===== config.mk =====
export PLATFORM = sky130hd
export DESIGN_NAME = gearbox_shift_controller_core
export DESIGN_NICKNAME = d
export VERILOG_FILES = /design/src/rtl/gsc_pkg.sv /design/src/rtl/gearbox_shift_controller_core.sv
export SDC_FILE = /design/constraint.sdc
export NUM_CORES = 1
export LEC_CHECK = 0
export ABC_CLOCK_PERIOD_IN_PS = 11700
export BUFFER_PORTS_ARGS = -buffer_cell sky130_fd_sc_hd__buf_4
export CELL_PAD_IN_SITES_DETAIL_PLACEMENT = 1
export CELL_PAD_IN_SITES_GLOBAL_PLACEMENT = 1
export CORE_UTILIZATION = 30
export CTS_CLUSTER_DIAMETER = 30
export DETAILED_ROUTE_END_ITERATION = 10
export PLACE_DENSITY = 0.49
export SLEW_MARGIN = 20
export SYNTH_ARGS = -nofsm -noshare
export SYNTH_HDL_FRONTEND = slang
export SYNTH_SLANG_ARGS = --single-unit

===== constraint.sdc =====
create_clock -name clock -period 11.7 [get_ports clock]
set_clock_uncertainty 0.05 [all_clocks]
set_input_delay 0 -clock clock [delete_from_list [all_inputs] [get_ports clock]]
set_output_delay 0 -clock clock [all_outputs]
set_load 0.01 [all_outputs]

===== src/rtl/gsc_pkg.sv =====
// Package for the gearbox shift controller.
// Holds the operation codes, the register map and the gear table entry type.
// No dependencies.
package gsc_pkg;

   typedef enum logic [2:0] {
      OP_TICK       = 3'd0,
      OP_SHIFT_UP   = 3'd1,
      OP_SHIFT_DOWN = 3'd2,
      OP_SELECT     = 3'd3,
      OP_LOAD       = 3'd4
   } opcode_type;

   typedef enum logic [2:0] {
      REG_AUTOMATIC_MODE = 3'd0,
      REG_GEAR_COUNT     = 3'd1,
      REG_SHIFT_TIME     = 3'd2,
      REG_REVERSE_RATIO  = 3'd3,
      REG_LAUNCH_RPM     = 3'd4
   } reg_index_type;

   typedef struct packed {
      logic signed [15:0] ratio;
      logic [14:0]        rpm_low;
      logic [14:0]        rpm_high;
   } gear_entry_type;

   localparam int unsigned CSR_ADDR_W = 5;
   localparam int unsigned REQ_USER_W = 3;
   localparam int unsigned REQ_DATA_W = 88;
   localparam int unsigned RSP_DATA_W = 24;

   localparam logic [24:0]        TIMER_MAX          = 25'h1FF_FFFF;
   localparam logic [4:0]         GEAR_COUNT_RESET   = 5'd5;
   localparam logic [23:0]        SHIFT_TIME_RESET   = 24'd500000;
   localparam logic signed [15:0] REVERSE_RATIO_RESET = -16'sd4096;
   localparam logic [14:0]        LAUNCH_RPM_RESET   = 15'd2000;
   localparam logic signed [5:0]  GEAR_REVERSE       = -6'sd1;
   localparam logic signed [5:0]  GEAR_NEUTRAL       = 6'sd0;

endpackage


===== src/rtl/gearbox_shift_controller_core.sv =====
// Top level of the gearbox shift controller: stream ports, control registers,
// gear table and the single-pass shift logic.
// Depends on gsc_pkg.
//
//   Port group | Role               | Contents
//   req_*      | stream in, slave   | one command item per handshake
//   rsp_*      | stream out, master | one result item per command item
//   csr_*      | register port      | five control registers, pready always high
//
// An item moves through an input register, the decision stage that updates the
// gear state, and the result register, which drives rsp_tvalid.
// Without a stall one item is accepted per cycle; the gear table is read through
// one registered port at the next gear, so the ratio is formed one stage later.
// Synchronous active-high reset clears the gear state and the table valid bits.
// A stalled result holds the earlier stages and, once they are full, req_tready.
module gearbox_shift_controller_core #(
   parameter int MAX_GEARS = 16
) (
   input  logic                              clock,
   input  logic                              reset,
   // elapsed_us[15:0], engine_rpm[31:16], gear_number[37:32],
   // entry_ratio[53:38], entry_rpm_low[68:54], entry_rpm_high[83:69], zero[87:84]
   input  logic [gsc_pkg::REQ_DATA_W-1:0]    req_tdata,
   // opcode[2:0]
   input  logic [gsc_pkg::REQ_USER_W-1:0]    req_tuser,
   input  logic                              req_tvalid,
   output logic                              req_tready,
   // effective_ratio[15:0], current_gear[21:16], shift_active[22],
   // command_taken[23]
   output logic [gsc_pkg::RSP_DATA_W-1:0]    rsp_tdata,
   output logic                              rsp_tvalid,
   input  logic                              rsp_tready,
   input  logic                              csr_psel,
   input  logic                              csr_penable,
   input  logic                              csr_pwrite,
   input  logic [gsc_pkg::CSR_ADDR_W-1:0]    csr_paddr,
   input  logic [31:0]                       csr_pwdata,
   output logic [31:0]                       csr_prdata,
   output logic                              csr_pready
);

   import gsc_pkg::*;

   localparam int IDX_W = (MAX_GEARS > 1) ? $clog2(MAX_GEARS) : 1;
   localparam logic signed [7:0] MAX_S = 8'(MAX_GEARS);
   localparam logic [6:0] MAX_U = 7'(MAX_GEARS);

   // Control registers.
   logic               auto_mode_ff;
   logic [4:0]         gear_count_ff;
   logic [23:0]        shift_time_ff;
   logic signed [15:0] reverse_ratio_ff;
   logic [14:0]        launch_rpm_ff;

   // Gear state.
   logic signed [5:0]  gear_ff, gear_in;
   logic               flag_ff, flag_in;
   logic [24:0]        timer_ff, timer_in;
   gear_entry_type     entry_ff;

   // Gear table with one valid bit per entry.
   gear_entry_type     table_mem [MAX_GEARS];
   logic [MAX_GEARS-1:0] valid_ff;

   // Pipeline registers.
   logic               s0_valid_ff;
   logic [REQ_DATA_W-1:0] s0_data_ff;
   logic [REQ_USER_W-1:0] s0_user_ff;
   logic               p1_valid_ff;
   logic               p1_taken_ff;
   logic               out_valid_ff;
   logic [RSP_DATA_W-1:0] out_data_ff;

   // Decoded input fields.
   opcode_type         op;
   logic [15:0]        elapsed;
   logic signed [15:0] rpm;
   logic signed [5:0]  num;
   gear_entry_type     load_entry;

   logic               out_load, p1_accept, compute, taken_in;
   logic [6:0]         acnt;
   logic signed [7:0]  acnt_s, gear_s, num_s, gear_in_s;
   logic signed [7:0]  num_idx_s, gear_in_idx_s;
   logic signed [16:0] rpm_s, high_s, low_s, launch_s;
   logic [25:0]        timer_sum;
   logic [24:0]        timer_sat;
   logic               wr_en, rd_ok;
   logic [IDX_W-1:0]   wr_idx, rd_idx;
   logic signed [15:0] ratio_now;
   logic               csr_write;
   reg_index_type      csr_reg;

   assign op         = opcode_type'(s0_user_ff);
   assign elapsed    = s0_data_ff[15:0];
   assign rpm        = s0_data_ff[31:16];
   assign num        = s0_data_ff[37:32];
   assign load_entry = '{ratio: s0_data_ff[53:38], rpm_low: s0_data_ff[68:54],
                         rpm_high: s0_data_ff[83:69]};

   // Handshake control.
   assign out_load   = !out_valid_ff || rsp_tready;
   assign p1_accept  = !p1_valid_ff || out_load;
   assign compute    = s0_valid_ff && p1_accept;
   assign req_tready = !s0_valid_ff || compute;
   assign rsp_tvalid = out_valid_ff;
   assign rsp_tdata  = out_data_ff;

   assign acnt   = ({2'b00, gear_count_ff} > MAX_U) ? MAX_U : {2'b00, gear_count_ff};
   assign acnt_s = $signed({1'b0, acnt});
   assign gear_s = 8'(gear_ff);
   assign num_s  = 8'(num);

   assign rpm_s    = 17'(rpm);
   assign high_s   = $signed({2'b00, entry_ff.rpm_high});
   assign low_s    = $signed({2'b00, entry_ff.rpm_low});
   assign launch_s = $signed({2'b00, launch_rpm_ff});

   assign timer_sum = {1'b0, timer_ff} + {10'b0, elapsed};
   assign timer_sat = timer_sum[25] ? TIMER_MAX : timer_sum[24:0];

   always_comb begin
      gear_in  = gear_ff;
      flag_in  = flag_ff;
      timer_in = timer_ff;
      taken_in = 1'b0;
      wr_en    = 1'b0;
      unique case (op)
         OP_TICK: begin
            if (flag_ff) begin
               timer_in = timer_sat;
               if (timer_sat > {1'b0, shift_time_ff}) begin
                  flag_in = 1'b0;
               end
            end else if (auto_mode_ff) begin
               if (gear_s > 8'sd0) begin
                  if (rpm_s > high_s) begin
                     flag_in  = 1'b1;
                     timer_in = '0;
                     taken_in = 1'b1;
                     if (gear_s < acnt_s) begin
                        gear_in = 6'(gear_s + 8'sd1);
                     end
                  end else if (rpm_s < low_s && gear_s > 8'sd1) begin
                     flag_in  = 1'b1;
                     timer_in = '0;
                     taken_in = 1'b1;
                     gear_in  = 6'(gear_s - 8'sd1);
                  end
               end else if (gear_ff == GEAR_NEUTRAL) begin
                  if (rpm_s > launch_s) begin
                     flag_in  = 1'b1;
                     timer_in = '0;
                     taken_in = 1'b1;
                     if (gear_s < acnt_s) begin
                        gear_in = 6'(gear_s + 8'sd1);
                     end
                  end
               end
            end
         end
         OP_SHIFT_UP: begin
            if (!flag_ff) begin
               flag_in  = 1'b1;
               timer_in = '0;
               taken_in = 1'b1;
               if (gear_s < acnt_s) begin
                  gear_in = 6'(gear_s + 8'sd1);
               end
            end
         end
         OP_SHIFT_DOWN: begin
            if (!flag_ff) begin
               flag_in  = 1'b1;
               timer_in = '0;
               taken_in = 1'b1;
               if (gear_ff != GEAR_REVERSE) begin
                  gear_in = 6'(gear_s - 8'sd1);
               end
            end
         end
         OP_SELECT: begin
            if (!flag_ff && num_s >= -8'sd1 && num_s <= acnt_s) begin
               flag_in  = 1'b1;
               timer_in = '0;
               taken_in = 1'b1;
               gear_in  = num;
            end
         end
         OP_LOAD: begin
            if (num_s > 8'sd0 && num_s <= acnt_s) begin
               wr_en    = 1'b1;
               taken_in = 1'b1;
            end
         end
         default: begin
         end
      endcase
   end

   // Table addressing: writes go to the loaded entry, the read follows the next gear.
   assign num_idx_s     = num_s - 8'sd1;
   assign wr_idx        = num_idx_s[IDX_W-1:0];
   assign gear_in_s     = compute ? 8'(gear_in) : gear_s;
   assign gear_in_idx_s = gear_in_s - 8'sd1;
   assign rd_idx        = gear_in_idx_s[IDX_W-1:0];
   assign rd_ok         = gear_in_s >= 8'sd1 && gear_in_s <= MAX_S;

   always_ff @(posedge clock) begin
      if (compute && wr_en) begin
         table_mem[wr_idx] <= load_entry;
      end
   end

   always_ff @(posedge clock) begin
      if (reset) begin
         valid_ff <= '0;
         entry_ff <= '0;
      end else begin
         if (compute && wr_en) begin
            valid_ff[wr_idx] <= 1'b1;
         end
         if (compute && wr_en && rd_ok && wr_idx == rd_idx) begin
            entry_ff <= load_entry;
         end else if (rd_ok && valid_ff[rd_idx]) begin
            entry_ff <= table_mem[rd_idx];
         end else begin
            entry_ff <= '0;
         end
      end
   end

   // Gear state and pipeline control.
   always_ff @(posedge clock) begin
      if (reset) begin
         gear_ff      <= GEAR_NEUTRAL;
         flag_ff      <= 1'b0;
         timer_ff     <= '0;
         s0_valid_ff  <= 1'b0;
         p1_valid_ff  <= 1'b0;
         out_valid_ff <= 1'b0;
      end else begin
         if (compute) begin
            gear_ff  <= gear_in;
            flag_ff  <= flag_in;
            timer_ff <= timer_in;
         end
         if (req_tready) begin
            s0_valid_ff <= req_tvalid;
         end
         if (p1_accept) begin
            p1_valid_ff <= compute;
         end
         if (out_load) begin
            out_valid_ff <= p1_valid_ff;
         end
      end
   end

   always_comb begin
      ratio_now = '0;
      if (!flag_ff) begin
         if (gear_s > 8'sd0 && gear_s <= acnt_s) begin
            ratio_now = entry_ff.ratio;
         end else if (gear_ff == GEAR_REVERSE) begin
            ratio_now = reverse_ratio_ff;
         end
      end
   end

   always_ff @(posedge clock) begin
      if (req_tready && req_tvalid) begin
         s0_data_ff <= req_tdata;
         s0_user_ff <= req_tuser;
      end
      if (compute) begin
         p1_taken_ff <= taken_in;
      end
      if (out_load && p1_valid_ff) begin
         out_data_ff <= {p1_taken_ff, flag_ff, gear_ff, ratio_now};
      end
   end

   // Register port.
   assign csr_pready = 1'b1;
   assign csr_write  = csr_psel && csr_penable && csr_pwrite && csr_pready;
   assign csr_reg    = reg_index_type'(csr_paddr[4:2]);

   always_ff @(posedge clock) begin
      if (reset) begin
         auto_mode_ff     <= 1'b0;
         gear_count_ff    <= GEAR_COUNT_RESET;
         shift_time_ff    <= SHIFT_TIME_RESET;
         reverse_ratio_ff <= REVERSE_RATIO_RESET;
         launch_rpm_ff    <= LAUNCH_RPM_RESET;
      end else if (csr_write) begin
         unique case (csr_reg)
            REG_AUTOMATIC_MODE: auto_mode_ff     <= csr_pwdata[0];
            REG_GEAR_COUNT:     gear_count_ff    <= csr_pwdata[4:0];
            REG_SHIFT_TIME:     shift_time_ff    <= csr_pwdata[23:0];
            REG_REVERSE_RATIO:  reverse_ratio_ff <= csr_pwdata[15:0];
            REG_LAUNCH_RPM:     launch_rpm_ff    <= csr_pwdata[14:0];
            default: begin
            end
         endcase
      end
   end

   always_comb begin
      unique case (csr_reg)
         REG_AUTOMATIC_MODE: csr_prdata = {31'b0, auto_mode_ff};
         REG_GEAR_COUNT:     csr_prdata = {27'b0, gear_count_ff};
         REG_SHIFT_TIME:     csr_prdata = {8'b0, shift_time_ff};
         REG_REVERSE_RATIO:  csr_prdata = 32'(reverse_ratio_ff);
         REG_LAUNCH_RPM:     csr_prdata = {17'b0, launch_rpm_ff};
         default:            csr_prdata = '0;
      endcase
   end

   // A shift always starts with a cleared timer.
   a_shift_start_timer: assert property (@(posedge clock) disable iff (reset)
      $rose(flag_ff) |-> timer_ff == '0)
      else $error("shift started without clearing the timer");

   // The gear stays between reverse and the table depth.
   a_gear_range: assert property (@(posedge clock) disable iff (reset)
      gear_s >= -8'sd1 && gear_s <= MAX_S)
      else $error("gear out of range");

   // While the middle stage is held, the state that forms its ratio stays put.
   a_held_state: assert property (@(posedge clock) disable iff (reset)
      p1_valid_ff && !out_load |=> $stable(gear_ff) && $stable(flag_ff)
         && $stable(entry_ff))
      else $error("gear state changed under a held item");

endmodule

==> results by group, run 1 <==
Synth
  – Number of enable flip-flop cells after synthesis: 848
  – Number of synthesized register bits: 1,006
  – Post-synth top flop: sky130_fd_sc_hd__edfxtp_1
  – Syn Area/Cell: 13.5 µm²
  – Portion of the post-synthesis area used by sequential elements: between 60% and 70%
  – Syn Std Cell Area: approximately 0.042 mm²
  – Fraction of synthesis flops using an asynchronous set or reset pin: 0%
  – Syn Inst Count: 3,125
  – Synthesis Warnings: 0
  – Number of nets produced by synthesis: 3,366
  – Library cells used by synthesis: 84

Timing
  – Peak clock frequency supported by timing: approximately 130 MHz
  – Post-route minimum period: roughly 7600 ps
  – Period utilisation layout: roughly 65%
  – Slew Limit Headroom: 26.6%
  – Setup tns final: 0 ps
  – RSZ-0062 raised after global routing: false
  – Setup violations, final: 0
  – Post-route setup slack: 4110 ps
  – Max Slew Vio Count: 0
  – Slew of the pin with the lowest slew margin: 1100 ps
  – Final number of hold-violating endpoints: 0

Critical path
  – Arrival time at the worst endpoint: 8300 ps
  – Worst Setup Path Type: flop to flop
  – Critical Path Source: s0_data_ff[17]
  – Critical path startpoint category: flop
  – Startpoint of the worst-slack reg-to-reg timing path: s0_data_ff[17]
  – Endpoint of the most critical setup path: entry_ff[7]
  – Capture point of the worst reg-to-reg path: entry_ff[7]
  – Buffering stage count on the worst path with inverters included: 2
  – Delay of the slowest cell on the worst path: 880 ps
  – Series of cell instances along the critical path: ha_1 > a2111oi_0 > o311ai_0 > buf_4 > a211oi_1 > o221ai_1 > nand4_1 > and3_4 > ha_1 > or4_1 > and2_1 > mux4_2 > nand4b_4 > buf_4 > nor3_1 > a211o_1
  – Endpoint required time on the critical path: 12,410 ps
  – R2r setup slk: 4110 ps
  – Kind of end point of the critical path: flop
  – Number of cells traversed by the worst register-to-register path: 16
  – Number of logic stages on the critical path including buffering: 16
  – Slowest library cell on the worst path: sky130_fd_sc_hd__and3_4
  – Cell family contributing the most delay on the critical path: simple AND/OR/NAND/NOR gates
  – Maximum fanout encountered on the critical timing path: 59

Detailed routing
  – Mean routed wirelength per cell: 24.9 µm
  – Via-to-Cell Ratio: 5.06
  – Number of iterations in the first detailed-routing pass: 5
  – Post-detailed-route count of antenna-violating nets: 0
  – Vias after detailed routing: about 29,000
  – Number of design rule violations left after detail routing: 0
  – Wirelength, routed: 144 mm
  – Iter 0 DRT Violations: 1,890

Cells and area
  – Utilization of the core after routing: 41.2%
  – Sequential standard cell area: 0.0286 mm²
  – Layout cell share with drive strength beyond 1: 19.0%
  – Area used by multi-input combinational logic: 0.0127 mm²
  – Summed area of non-filler cells in the final layout: 0.0575 mm²
  – Antenna Cells: 0
  – Leading cell types in the layout, fill and taps excluded: sky130_fd_sc_hd__edfxtp_1, sky130_fd_sc_hd__nand2_1, sky130_fd_sc_hd__clkbuf_16
  – Net count reported at finish: about 4,000
  – Most frequent standard cell in the layout excluding fill and tap cells: sky130_fd_sc_hd__edfxtp_1
  – Filler Cell Count: ~14,000
  – Area added between synthesis and finish: 35.8%

Clock tree
  – CTS tree: built
  – Count of clock tree sinks: 1,006
  – Post-CTS sizing: 0
  – Num CTS Buffers: between 200 and 300
  – Source-to-sink clock delay at the later pin of the worst-skew pair: 880 ps
  – # Post-CTS Setup Buffers: 0
  – Maximum root-to-sink buffer count: 4
  – Clock slew at reported path FFs: 40 ps
  – Hold Buf Count CTS: between 200 and 300
  – H-tree depth reported by CTS: 5
  – Cell at the root of the clock tree: sky130_fd_sc_hd__clkbuf_16

Global route
  – Total congestion overflow: 0
  – Wire length of the first global-routing pass: 210 mm
  – Total routing usage reported by global routing: between 20% and 30%
  – Antenna violations before repair: 5
  – Number of global-route vias before repair: 31,600
  – Pin count of the biggest net entering global routing: 138

Run
  – Max-capacitance violation count: 0

Place
  – Area after DPL: around 0.046 mm²
  – Weighted congestion reported at the end of routability-driven placement: 0.871
  – Port Buffer Count: 178
  – Post-detail-place hpwl: 80.4 mm
  – Placement Setup Slack: 4110 ps

Power
  – Max rail drop VDD: 0.115 mV
  – Design Power: 11.7 mW
  – Areal power density over the cells: 204 mW/mm²
  – Pleak: 20.5 nW

Die
  – Initial cell density of the core: roughly 30%
  – Floorplan row count: roughly 140
  – Die boundary width: 378 µm
  – I/O pins: 194
  – DIE AREA: 0.143 mm²
  – Die height: 378 µm
  – Core area: 0.140 mm²

Status
  – Result of the run: completed

Worst hold path
  – Hold Path Class: primary input to flop
==> per-layer routing <==
layer | routed length, µm | vias up | track usage [%]
li1 | - | 13200 | -
met1 | 66100 | 15100 | 26.5
met2 | 68400 | 825 | 33.0
met3 | 7000 | 242 | 4.22
met4 | 3030 | 0 | 6.23
met5 | 0 | - | 0
==> worst min path at each step <==
stage                  startpoint             end  slack [ps]  cells past startpoint
floorplan            req_tuser[0]           op[0]          50                      0
global placement    req_tdata[10]  s0_data_ff[10]         130                      1
detailed placement   req_tdata[7]   s0_data_ff[7]         130                      1
CTS                    rsp_tready      rsp_tvalid          30                      5
global route           rsp_tready     p1_valid_ff         110                      5
finish                 rsp_tready     p1_valid_ff         100                      5
==> area by class of cell <==
type	instances	area share [%]
Timing Repair Buffer	484	7.47
Sequential cell	1006	49.8
Tap cell	1876	4.08
Clock inverter	131	2.15
Clock buffer	372	13.7
Inverter	99	0.659
Multi-Input combinational cell	1839	22.1
==> kinds of logic (layout without fill, tap and decap cells) <==
family / count (synthesis) / count (layout) / share of synthesized area [%]
AO/OA/AOI/OAI: 548 / 548 / 10.3
XOR/XNOR: 26 / 26 / 0.588
adder cells (fa/ha/maj): 106 / 106 / 3.15
buffers and inverters: 280 / 1086 / 2.73
flip-flops: 1006 / 1006 / 67.6
multiplexers: 217 / 217 / 5.32
other: 1 / 1 / 0.00886
AND/OR/NAND/NOR: 941 / 941 / 10.3
==> stage by stage <==
| stage | hold slack [ps] | instances |
|---|---|---|
| 2_1_floorplan | 48.9 | 3125 |
| 3_3_place_gp | 128 | 5046 |
| 3_5_place_dp | 129 | 5046 |
| 4_1_cts | 34.8 | 5807 |
| 5_1_grt | 105 | 5807 |
| 6_report | 96.3 | 5807 |
==> registers in the layout, summed over array words and instances, names as in the netlist, 3 cells and up <==
register and cells:
timer_ff 25, gear_ff 6, shift_time_ff 24, s0_data_ff 84, valid_ff 16, gear_count_ff 5, entry_ff 46, reverse_ratio_ff 16
rsp_tdata 24, op 3, launch_rpm_ff 15, table_mem 736
==> cells in the mapped netlist (18+ instances only) <==
library cell | n | area (µm²)
sky130_fd_sc_hd__nand4_1 | 21 | 131
sky130_fd_sc_hd__buf_2 | 29 | 145
sky130_fd_sc_hd__nand2_1 | 543 | 2040
sky130_fd_sc_hd__nor3_1 | 30 | 150
sky130_fd_sc_hd__nand3_1 | 37 | 185
sky130_fd_sc_hd__nor2_1 | 134 | 503
sky130_fd_sc_hd__nor4_1 | 49 | 307
sky130_fd_sc_hd__ha_1 | 105 | 1310
sky130_fd_sc_hd__mux2i_1 | 207 | 2070
sky130_fd_sc_hd__clkbuf_1 | 129 | 484
sky130_fd_sc_hd__nand2b_1 | 19 | 119
sky130_fd_sc_hd__a211o_1 | 51 | 447
sky130_fd_sc_hd__edfxtp_1 | 848 | 25500
sky130_fd_sc_hd__inv_1 | 95 | 357
sky130_fd_sc_hd__dfxtp_1 | 158 | 3160
sky130_fd_sc_hd__o211ai_1 | 20 | 150
sky130_fd_sc_hd__o21ai_0 | 53 | 265
sky130_fd_sc_hd__a22oi_1 | 23 | 173
sky130_fd_sc_hd__a22o_1 | 18 | 158
sky130_fd_sc_hd__nor3_2 | 39 | 390
sky130_fd_sc_hd__a32o_1 | 181 | 1810
sky130_fd_sc_hd__a21oi_1 | 94 | 470
==> worst reg2reg max path: stages, from the launching register on <==
cell and delay, ps:
sky130_fd_sc_hd__edfxtp_1 500, sky130_fd_sc_hd__ha_1 320, sky130_fd_sc_hd__a2111oi_0 510, sky130_fd_sc_hd__o311ai_0 350, sky130_fd_sc_hd__buf_4 260, sky130_fd_sc_hd__a211oi_1 610
sky130_fd_sc_hd__o221ai_1 250, sky130_fd_sc_hd__nand4_1 140, sky130_fd_sc_hd__and3_4 880, sky130_fd_sc_hd__ha_1 430, sky130_fd_sc_hd__or4_1 320, sky130_fd_sc_hd__and2_1 400
sky130_fd_sc_hd__mux4_2 570, sky130_fd_sc_hd__nand4b_4 800, sky130_fd_sc_hd__buf_4 630, sky130_fd_sc_hd__nor3_1 340, sky130_fd_sc_hd__a211o_1 140
==> where the power goes <==
part	switching (mW)	internal (mW)	leakage, nW
sequential	0.0550	3.93	8.97
clock	2.15	5.13	4.46
combinational	0.280	0.202	7.09
Power figures use the tool's default switching activity.
==> run 2: changes to the inputs <==
- ABC_CLOCK_PERIOD_IN_PS: 11700 -> 6400
- PLACE_DENSITY: 0.49 -> 0.51
- clock period: 11.7 -> 6.4 ns (I/O delays scaled with it)
==> results by group, run 2 (synthesized netlist as in run 1, its figures left out) <==
Status
  – Result of the run: completed

Detailed routing
  – Vias after detailed routing: 29,400 (+0.0034%)
  – Number of iterations in the first detailed-routing pass: 5 (unchanged)
  – Wirelength, routed: 143 mm (-1.0%)
  – Via-to-Cell Ratio: 5.05 (-0.15%)
  – Iter 0 DRT Violations: 1,769 (-6.4%)
  – Number of design rule violations left after detail routing: 0 (unchanged)
  – Mean routed wirelength per cell: 24.6 µm (-1.2%)
  – Post-detailed-route count of antenna-violating nets: 0 (unchanged)

Critical path
  – Critical path startpoint category: flop
  – Maximum fanout encountered on the critical timing path: 23 (-61%)
  – Kind of end point of the critical path: flop
  – Endpoint required time on the critical path: 7160 ps (-5250 ps)
  – Worst Setup Path Type: flop to flop
  – Arrival time at the worst endpoint: 6530 ps (-1770 ps)
  – R2r setup slk: 630 ps (-3470 ps)

Timing
  – Period utilisation layout: 90.1% (+25 points)
  – Slew Limit Headroom: 25.0% (-1.7 points)
  – Post-route minimum period: 5770 ps (-1830 ps)
  – Final number of hold-violating endpoints: 0 (unchanged)
  – Setup violations, final: 0 (unchanged)
  – Slew of the pin with the lowest slew margin: 1130 ps (+24.9 ps)
  – Peak clock frequency supported by timing: 173 MHz (+32%)
  – Post-route setup slack: 635 ps (-3470 ps)
  – RSZ-0062 raised after global routing: false
  – Max Slew Vio Count: 0 (unchanged)
  – Setup tns final: 0 ps (unchanged)

Die
  – Floorplan row count: 137 (unchanged)
  – Initial cell density of the core: 30.3% (unchanged)
  – Die boundary width: 378 µm (unchanged)
  – Die height: 378 µm (unchanged)
  – I/O pins: 194 (unchanged)
  – DIE AREA: 0.143 mm² (unchanged)
  – Core area: 0.140 mm² (unchanged)

Global route
  – Antenna violations before repair: 2 (-3)
  – Number of global-route vias before repair: 31,900 (+0.85%)
  – Total routing usage reported by global routing: 19.8% (-0.30 points)
  – Wire length of the first global-routing pass: 208 mm (-0.73%)
  – Met3 Use GR: 3.69% (-0.53 points)
  – Pin count of the biggest net entering global routing: 155 (+12%)
  – Most crowded layer after global routing: met2
  – Total congestion overflow: 0 (unchanged)
  – Met2 usage in global routing: 32.8% (-0.20 points)
  – Global routing met1 resource utilization: 25.8% (-0.72 points)

Clock tree
  – Post-CTS sizing: 0 (unchanged)
  – H-tree depth reported by CTS: 5 (unchanged)
  – Num CTS Buffers: 280 (-2.4%)
  – Clock slew at reported path FFs: 50 ps (about the same)
  – Source-to-sink clock delay at the later pin of the worst-skew pair: 870 ps (about the same)
  – Cell at the root of the clock tree: sky130_fd_sc_hd__clkbuf_16
  – CTS tree: built
  – Count of clock tree sinks: 1,006 (unchanged)
  – Maximum root-to-sink buffer count: 4 (unchanged)
  – Hold Buf Count CTS: 252 (-2.3%)
  – # Post-CTS Setup Buffers: 0 (unchanged)

Cells and area
  – Leading cell types in the layout, fill and taps excluded: sky130_fd_sc_hd__edfxtp_1, sky130_fd_sc_hd__nand2_1, sky130_fd_sc_hd__clkbuf_16
  – Largest reg by FF count: table_mem
  – Most frequent standard cell in the layout excluding fill and tap cells: sky130_fd_sc_hd__edfxtp_1
  – Flip-flop count of the largest register after layout: 736 (unchanged)
  – Leading registers by flop count: table_mem: 736 flops, s0_data_ff: 84 flops, entry_ff: 46 flops
  – Area added between synthesis and finish: 37.0%
  – Net count reported at finish: 3,970 (+0.30%)
  – Utilization of the core after routing: 41.5% (+0.35 points)
  – Layout cell share with drive strength beyond 1: 19.8% (+0.80 points)

Place
  – Placement Setup Slack: 643 ps (-3470 ps)
  – Post-detail-place hpwl: 80.0 mm (-0.53%)
  – Weighted congestion reported at the end of routability-driven placement: 0.847 (-2.8%)
  – Port Buffer Count: 178 (unchanged)

Power
  – Pleak: 20.7 nW (+0.69%)
  – Max rail drop VDD: 0.185 mV (+61%)
  – Areal power density over the cells: 376 mW/mm² (+84%)

Run
  – Max-capacitance violation count: 0 (unchanged)

Worst hold path
  – Hold Path Class: primary input to flop
==> run 2: power by group <==
part / switching (mW) / internal, mW / total (mW)
Combinational: 0.509 / 0.381 / 0.890
Clock: 4.03 / 9.60 / 13.6
Sequential: 0.113 / 7.18 / 7.29
Total: 4.65 / 17.2 / 21.8
==> run 2: cell type report <==
cell class	count	area (µm²)
Multi-Input combinational cell	1839	12700
Inverter	99	379
Timing Repair Buffer	503	4640
Sequential cell	1006	28600
Clock inverter	149	1750
Clock buffer	343	7520
Antenna cell	1	2.50
Fill cell	14200	81700
Tap cell	1876	2350
==> run 2: final timing paths <==
path,start,endpoint,depth (start not counted)
setup / recovery,s0_data_ff[21],entry_ff[7],16
hold / removal,rsp_tready,rsp_tvalid,5
setup reg to reg,s0_data_ff[21],entry_ff[7],16
hold reg to reg,p1_taken_ff,rsp_tdata[23],0
==> run 2: through the flow <==
| step | std cells | total power, mW | area (µm²) | hold WS, ps |
|---|---|---|---|---|
| 2_1_floorplan | 3125 | 7.80 | 42300 | 48.9 |
| 3_3_place_gp | 5070 | 8.16 | 46200 | 130 |
| 3_5_place_dp | 5070 | 8.18 | 46200 | 129 |
| 4_1_cts | 5814 | 22.0 | 57900 | 2.26 |
| 5_1_grt | 5816 | 22.4 | 58000 | 60.0 |
| 6_report | 5816 | 21.8 | 58000 | 70.0 |
==> run 2: routing by layer <==
layer | up-vias | part of all wire [%]
li1 | 13200 | -
met1 | 15100 | 45
met2 | 777 | 48
met3 | 268 | 4.3
met4 | 0 | 2.9
met5 | - | 0
==> run 2: critical path, cell delays in order (launching register included) <==
cell and delay, ps:
sky130_fd_sc_hd__edfxtp_1 510, sky130_fd_sc_hd__ha_1 360, sky130_fd_sc_hd__a211o_1 300, sky130_fd_sc_hd__o211ai_1 100
sky130_fd_sc_hd__o311ai_0 320, sky130_fd_sc_hd__a211oi_1 690, sky130_fd_sc_hd__nand2_1 180, sky130_fd_sc_hd__and4_1 260
sky130_fd_sc_hd__o41ai_2 440, sky130_fd_sc_hd__ha_1 290, sky130_fd_sc_hd__or4_1 300, sky130_fd_sc_hd__and2_1 400
sky130_fd_sc_hd__mux4_2 550, sky130_fd_sc_hd__nand4b_4 250, sky130_fd_sc_hd__buf_12 260, sky130_fd_sc_hd__nor3_1 280
sky130_fd_sc_hd__a211o_1 140
